$ cat config.mk
export PLATFORM = sky130hd
export DESIGN_NAME = npcs_dist_unit
export DESIGN_NICKNAME = d
export VERILOG_FILES = /design/src/npcs_pkg.sv /design/src/npcs_dist_unit.sv
export SDC_FILE = /design/constraint.sdc
export NUM_CORES = 1
export LEC_CHECK = 0
export BUFFER_PORTS_ARGS = -buffer_cell sky130_fd_sc_hd__buf_2
export CORE_MARGIN = 2
export CORE_UTILIZATION = 50
export DETAILED_ROUTE_END_ITERATION = 6
export GPL_TIMING_DRIVEN = 0
export PLACE_DENSITY = 0.68
export REMOVE_ABC_BUFFERS = 1
export SYNTH_ARGS = -nofsm -noshare
export SYNTH_HDL_FRONTEND = slang
export SYNTH_SLANG_ARGS = --single-unit
export TNS_END_PERCENT = 50
$ cat constraint.sdc
create_clock -name clk -period 17.1 [get_ports clk]
set_input_delay 2.565 -clock clk [delete_from_list [all_inputs] [get_ports clk]]
set_output_delay 2.565 -clock clk [all_outputs]
set_load 0.02 [all_outputs]
$ cat src/npcs_pkg.sv
// Package with shared constants and types for the nearest palette color search.
`default_nettype none
package npcs_pkg;

  localparam int PALETTE_SIZE = 256;
  localparam int IDX_W        = (PALETTE_SIZE > 1) ? $clog2(PALETTE_SIZE) : 1;
  localparam int COMP_W       = 8;
  localparam int ENTRY_W      = 3 * COMP_W;
  localparam int SQ_W         = 2 * COMP_W;
  localparam int DIST_W       = SQ_W + 2;
  localparam int OUT_IDX_W    = 8;

  localparam logic OP_WRITE = 1'b0;
  localparam logic OP_QUERY = 1'b1;

  typedef struct packed {
    logic             valid;
    logic             first;
    logic             last;
    logic [IDX_W-1:0] idx;
  } scan_tag_t;

  typedef struct packed {
    logic             done;
    logic [IDX_W-1:0] best_idx;
  } scan_res_t;

endpackage
`default_nettype wire

$ cat src/npcs_dist_unit.sv
// Distance pipeline: squared RGB distance per entry and running minimum.
`default_nettype none
module npcs_dist_unit
  import npcs_pkg::*;
(
  input  wire logic               clk,
  input  wire logic               rst_n,
  input  wire scan_tag_t          ent_tag,
  input  wire logic [ENTRY_W-1:0] ent_data,
  input  wire logic [COMP_W-1:0]  q_red,
  input  wire logic [COMP_W-1:0]  q_green,
  input  wire logic [COMP_W-1:0]  q_blue,
  output scan_res_t               res
);

  scan_tag_t         tag1_r, tag2_r;
  logic [SQ_W-1:0]   sq_r_r, sq_g_r, sq_b_r;
  logic [DIST_W-1:0] sum_r;
  logic [DIST_W-1:0] best_dist_r;
  logic [IDX_W-1:0]  best_idx_r;
  logic              done_r;

  logic [COMP_W-1:0] e_red, e_green, e_blue;
  logic [COMP_W-1:0] d_red, d_green, d_blue;

  assign e_red   = ent_data[COMP_W-1:0];
  assign e_green = ent_data[2*COMP_W-1:COMP_W];
  assign e_blue  = ent_data[3*COMP_W-1:2*COMP_W];

  assign d_red   = (q_red   >= e_red)   ? (q_red   - e_red)   : (e_red   - q_red);
  assign d_green = (q_green >= e_green) ? (q_green - e_green) : (e_green - q_green);
  assign d_blue  = (q_blue  >= e_blue)  ? (q_blue  - e_blue)  : (e_blue  - q_blue);

  always_ff @(posedge clk) begin
    if (!rst_n) begin
      tag1_r <= '0;
      tag2_r <= '0;
      done_r <= 1'b0;
    end else begin
      tag1_r <= ent_tag;
      tag2_r <= tag1_r;
      done_r <= tag2_r.valid && tag2_r.last;
    end
    sq_r_r <= SQ_W'(d_red)   * SQ_W'(d_red);
    sq_g_r <= SQ_W'(d_green) * SQ_W'(d_green);
    sq_b_r <= SQ_W'(d_blue)  * SQ_W'(d_blue);
    sum_r  <= DIST_W'(sq_r_r) + DIST_W'(sq_g_r) + DIST_W'(sq_b_r);
    if (tag2_r.valid && (tag2_r.first || (sum_r < best_dist_r))) begin
      best_dist_r <= sum_r;
      best_idx_r  <= tag2_r.idx;
    end
  end

  assign res.done     = done_r;
  assign res.best_idx = best_idx_r;

endmodule
`default_nettype wire

==> flow_summary.ini, run 1 <==
[routing]
drt.antenna.violating_nets = 0
wl_per_cell_um = 12.41
wirelength_um = 18800
via_per_inst = 5.063
drc_errors = 0
vias = 7666
firstDrtPassIters = 5
drt_iter0_drc = 293

[setup_path]
cp.arrival_ns = 8.92
crit_chain = buf_2 -> inv_1 -> ha_1 -> inv_1 -> fa_1 -> nand3_1 -> a31oi_1 -> a211oi_4 -> mux2i_1 -> xor2_2 -> or2_1 -> inv_1 -> fa_1 -> fa_1 -> inv_1 -> fa_1 -> fa_1 -> inv_1 -> ha_1 -> o21a_1 -> o31a_1 -> o31ai_1 -> o21ai_0 -> xor2_1
reg2reg_depth = 9
critical_path.slowest_cell = xor2_2
start_kind = input port
cp_slowest_stage_delay_ns = 0.54
critPathCaptureType = register
cp_max_fo = 10
r2r_setup_slack_ns = 14.15
crit_start = q_green[0]
r2r-end = best_dist_r[8]
r2r-start = best_dist_r[1]
criticalPathCategory = in -> reg
cp_data_required_time_ns = 17.36

[sta]
skew_ns = 0.009321
layout_setup_ws_ns = 8.442
fin_crit_sh = 0.5063
tightest_slew_ns = 0.9421
final.setup.tns_ns = 0
max_clock_freq_mhz = 115.5
rsz0062_at_grt = false
slew_headroom = 0.3540
finalCriticalPeriod_ns = 8.658
finalSetupViolCount = 0
hold_viol = 0
slew_viol_final = 0

[finish]
postLayoutCoreUtil = 0.5522
diodes = 0
num-fill-cells = 1982
fin_cells = 1514
drive_gt1_frac = 0.1086
syn2layout_area_growth_pct = 8.423
nets = 1553

[synthesis]
synth_most_common_cell = inv_1
ys_types = 71
async_reset_ff_frac = 0
synth_seq_area_share = 0.2258
synth.area.top_cells = ha_1, fa_1, dfxtp_1
synthesis.area_mm2 = 0.01108
synth.avg_cell_area_um2 = 9.495
synth_seq_cells = 112
yosys.area.top_type = ha_1
synthFlopType = dfxtp_1
synth_warnings = 0
synthCells = 1167
synth_edf_count = 26
synth_commonest_cells = inv_1, ha_1, fa_1
synth_top_area_frac = 0.1874

[clock_network]
postCtsSetupRepairBufs = 0
numCtsBuffers = 9
tritoncts = yes
cts_resized = 0
clockRootBuffer = clkbuf_16
insertion_delay_ns = 0.36
cts_sinks = 112
clk_pin_slew_worst_paths_ns = 0.08
hold_buffers = 0
cts.path.max_buffers = 2
htreeDepth = 3

[hold_path]
hp-class = reg -> reg
worstHoldPathCells = 0
hold_end = best_idx_r[4]
min_from = tag2_r[4]

[grt]
grt_pass1_vias = 7382
grt-ovfl-total = 0
antenna_found_initial = 0
grt_pass1_wl_um = 33060
track_usage = 0.1670
grt_max_degree = 24

[flow_run]
cap_violations = 0

[run_status]
status = finished, final reports clean

[floorplanning]
die_w_um = 152.9
start_util = 0.5093
placementRows = 54
ios = 70
die_area_mm2 = 0.02337
core_area_mm2 = 0.02176
die_h_um = 152.9

[place]
place_inst = 1498
finalWeightedCongestion = 0.8777
dp_slack_ns = 8.091
dp_hpwl_um = 15960
port-buffer-count = 69
per-stage QoR:
| stage | instance area [um2] | hold WS [ns] |
|---|---|---|
| after CTS | 12010 | 0.4107 |
| final | 12010 | 0.4105 |
| after floorplan | 10960 | 0.3855 |
| after global routing | 12010 | 0.4223 |
| after global placement | 11650 | 0.3853 |
| after detailed placement | 11670 | 0.3913 |
area by class of cell:
type,count,area (um2),share of cell area
Multi-Input combinational cell,814,7626,0.6348
Sequential cell,112,2502,0.2083
Inverter,222,833.3,0.06936
Timing Repair Buffer,70,360.3,0.02999
Tap cell,280,350.3,0.02916
Clock buffer,10,250.2,0.02083
Clock inverter,6,91.34,0.007603
worst max-delay path: cells and delay by family:
| kind | cells | cell delay, ns |
|---|---|---|
| mux | 1 | 0.34 |
| simple gates | 2 | 0.33 |
| compound gates | 6 | 1.57 |
| xor+xnor | 2 | 0.79 |
| buf+inv | 6 | 0.39 |
| fa+ha+maj | 7 | 2.94 |
kinds of logic after synthesis:
logic type,share of synthesized area
fa+ha+maj,0.3627
compound gates,0.1267
xor+xnor,0.06357
mux,0.01841
flops,0.2258
simple gates,0.1155
other cells,0.0003384
buf+inv,0.08695
how the worst max path moves through the flow:
stage                 end  slack, ns  cells after the start
2_1_floorplan  sq_g_r[14]       8.83                     21
3_5_place_dp   sq_g_r[14]       8.09                     24
4_1_cts        sq_g_r[14]       8.43                     24
5_1_grt        sq_g_r[13]       7.88                     23
6_report       sq_g_r[14]       8.44                     24
3_3_place_gp   sq_g_r[14]       8.12                     24
sequential cells by signal, summed over array words and instances, names as in the netlist:
signal,count
sq_g_r,15
done_r,1
sq_r_r,15
sum_r,18
sq_b_r,15
tag2_r,11
best_idx_r,8
best_dist_r,18
tag1_r,11
per-layer routing:
metal	GRT usage	vias up	share of wire
li1	-	3959	-
met1	0.2327	3575	0.48
met2	0.2774	117	0.47
met3	0.02722	15	0.034
met4	0.03175	0	0.011
met5	0	-	0
cells in the final DEF, fill, tap and decap left out, types with 26 or more instances in the layout:
master	count
ha_1	166
a21o_1	31
xnor2_1	42
and2_1	29
inv_1	221
o21ai_0	32
a21oi_1	57
dfxtp_1	86
fa_1	97
buf_2	69
edfxtp_1	26
nor2_1	93
Power of run 1 is not shown: default switching activity piles up to over one toggle a cycle in this logic, so the estimate is an artifact.
==> run 2, diff against run 1 <==
ABC_AREA = 1   (was default)
clock period = 8.1 ns   (was 17.1 ns; I/O delays follow)
==> flow_summary.ini, run 2 <==
[clock_network]
clockRootBuffer = clkbuf_16
cts.path.max_buffers = 2
clk_pin_slew_worst_paths_ns = 0.07
htreeDepth = 3
postCtsSetupRepairBufs = 0
tritoncts = yes
cts_resized = 0
numCtsBuffers = 9
hold_buffers = 0
insertion_delay_ns = 0.35
cts_sinks = 112

[grt]
grt_pass1_wl_um = 38250
grt.busiest_layer = met2
use_met1 = 0.2483
track_usage = 0.1850
met3_usage = 0.01905
grt_pass1_vias = 8740
antenna_found_initial = 0
grt_max_degree = 27
gr-usage-met2 = 0.3209
grt-ovfl-total = 0

[routing]
wl_per_cell_um = 11.11
vias = 9130
wirelength_um = 21420
drc_errors = 0
drt.antenna.violating_nets = 0
firstDrtPassIters = 5
via_per_inst = 4.735
drt_iter0_drc = 381

[finish]
final_common_cell = nand2_1
nets = 1928
postLayoutCoreUtil = 0.5511
largestRegisters = best_dist_r: 18 flops, sum_r: 18 flops
fin_cells = 1928
multiInputGateArea_mm2 = 0.007984
seq_area_mm2 = 0.002502
drive_gt1_frac = 0.09758
final_cell_mix = nand2_1, inv_1, ha_1
num-fill-cells = 2233
syn2layout_area_growth_pct = 8.414
diodes = 0

[setup_path]
cp.arrival_ns = 6.73
critPathCaptureType = register
reg2reg_depth = 7
r2r-start = sq_g_r[4]
cp_max_fo = 9
r2r-end = sum_r[14]
cp_data_required_time_ns = 8.34
start_kind = input port
r2r_setup_slack_ns = 5.69
criticalPathCategory = in -> reg

[floorplanning]
die_w_um = 158.3
die_area_mm2 = 0.02504
ios = 70
core_area_mm2 = 0.02340
start_util = 0.5083
placementRows = 56
die_h_um = 158.3

[synthesis]
synthFlopType = dfxtp_1
synthCells = 1533
yosys.area.top_type = ha_1
synth_commonest_cells = nand2_1, inv_1, ha_1
synth_warnings = 0
synth_most_common_cell = nand2_1
synth_seq_cells = 112
synth_edf_count = 26
synth_seq_area_share = 0.2103
synth.avg_cell_area_um2 = 7.760
synthesis.area_mm2 = 0.01190
synth.area.top_cells = ha_1, fa_1, dfxtp_1
synth_top_area_frac = 0.1746
ys_types = 45
async_reset_ff_frac = 0

[place]
dp_slack_ns = 1.233
place_inst = 1912
dp_hpwl_um = 18390
port-buffer-count = 69
finalWeightedCongestion = 0.8367

[hold_path]
worstHoldPathCells = 0
hold_end = best_idx_r[1]
min_from = tag2_r[1]
hp-class = reg -> reg

[sta]
finalSetupViolCount = 0
rsz0062_at_grt = false
slew_viol_final = 0
fin_crit_sh = 0.8012
final.setup.tns_ns = 0
layout_setup_ws_ns = 1.611
skew_ns = 0.007013
hold_viol = 0
tightest_slew_ns = 0.8525
slew_headroom = 0.4304
max_clock_freq_mhz = 154.1
finalCriticalPeriod_ns = 6.489

[run_status]
status = finished, final reports clean

[flow_run]
cap_violations = 0
-- run 2: cell types whose count changed in the layout (fill, tap and decap cells not counted), moves of 10 or more --
cell,before,now
nand2_1,25,351
inv_1,221,345
nand3_1,14,67
and2_1,29,0
a21o_1,31,6
nor2_1,93,114
xor2_1,18,39
xnor2_1,42,23
mux2i_1,17,0
nand2_2,0,14
nand2b_1,13,0
nor3_1,15,3
inv_2,1,12
o21a_1,10,0
-- run 2: kinds of logic after synthesis --
| kind of cell | Yosys count | synth area share |
|---|---|---|
| XOR/XNOR | 63 | 0.04701 |
| adder cells (fa/ha/maj) | 263 | 0.3378 |
| AND/OR/NAND/NOR | 602 | 0.2248 |
| AO/OA/AOI/OAI | 122 | 0.05963 |
| flip-flops | 112 | 0.2103 |
| other | 1 | 0.0003152 |
| buffers and inverters | 370 | 0.1201 |
-- run 2: worst max-delay path, cell delays in order --
cell and delay, ns:
buf_2 0.10, inv_1 0.05, ha_1 0.14, inv_1 0.06
fa_1 0.43, nand3_1 0.09, nand3_1 0.10, nand2_1 0.09
nand3_2 0.17, o21ai_1 0.39, inv_2 0.18, nor2_1 0.24
fa_1 0.46, fa_1 0.54, inv_1 0.05, fa_1 0.50
fa_1 0.54, inv_1 0.04, ha_1 0.34, a21oi_1 0.22
a21boi_0 0.30, o21ai_0 0.19, nand2_1 0.12, nand2_1 0.06
nand2_1 0.05, nand2_1 0.04
-- run 2: layout make-up --
class / instances / share of cell area
clock buffers: 11 / 0.01960
clock inverters: 5 / 0.003977
inverters: 359 / 0.1056
multi-input cells: 1053 / 0.6190
flip-flops and latches: 112 / 0.1940
well taps: 319 / 0.03095
repair buffers: 69 / 0.02678
-- run 2: per-stage QoR --
step / instance area (um2) / hold WS (ns)
2_1_floorplan: 11840 / 0.3855
3_3_place_gp: 12580 / 0.3855
3_5_place_dp: 12590 / 0.3887
4_1_cts: 12900 / 0.4067
5_1_grt: 12900 / 0.4100
6_report: 12900 / 0.4053
-- run 2: worst max path at each step --
stage	start	endpoint	slack [ns]	cells past startpoint
detailed placement	q_green[0]	sq_g_r[13]	1.23	26
CTS	q_green[0]	sq_g_r[13]	1.60	26
finish	q_green[0]	sq_g_r[13]	1.61	26
global route	q_green[0]	sq_g_r[13]	1.10	26
floorplan	q_green[0]	sq_g_r[13]	1.99	28
global placement	q_green[0]	sq_g_r[13]	1.32	26
-- run 2: metal layers --
layer	wire length, um	vias to the layer above
met3	547	24
met5	0	-
met4	356	0
met1	10260	4150
li1	-	4824
met2	10250	132
Power of run 2 is left out for the same reason.
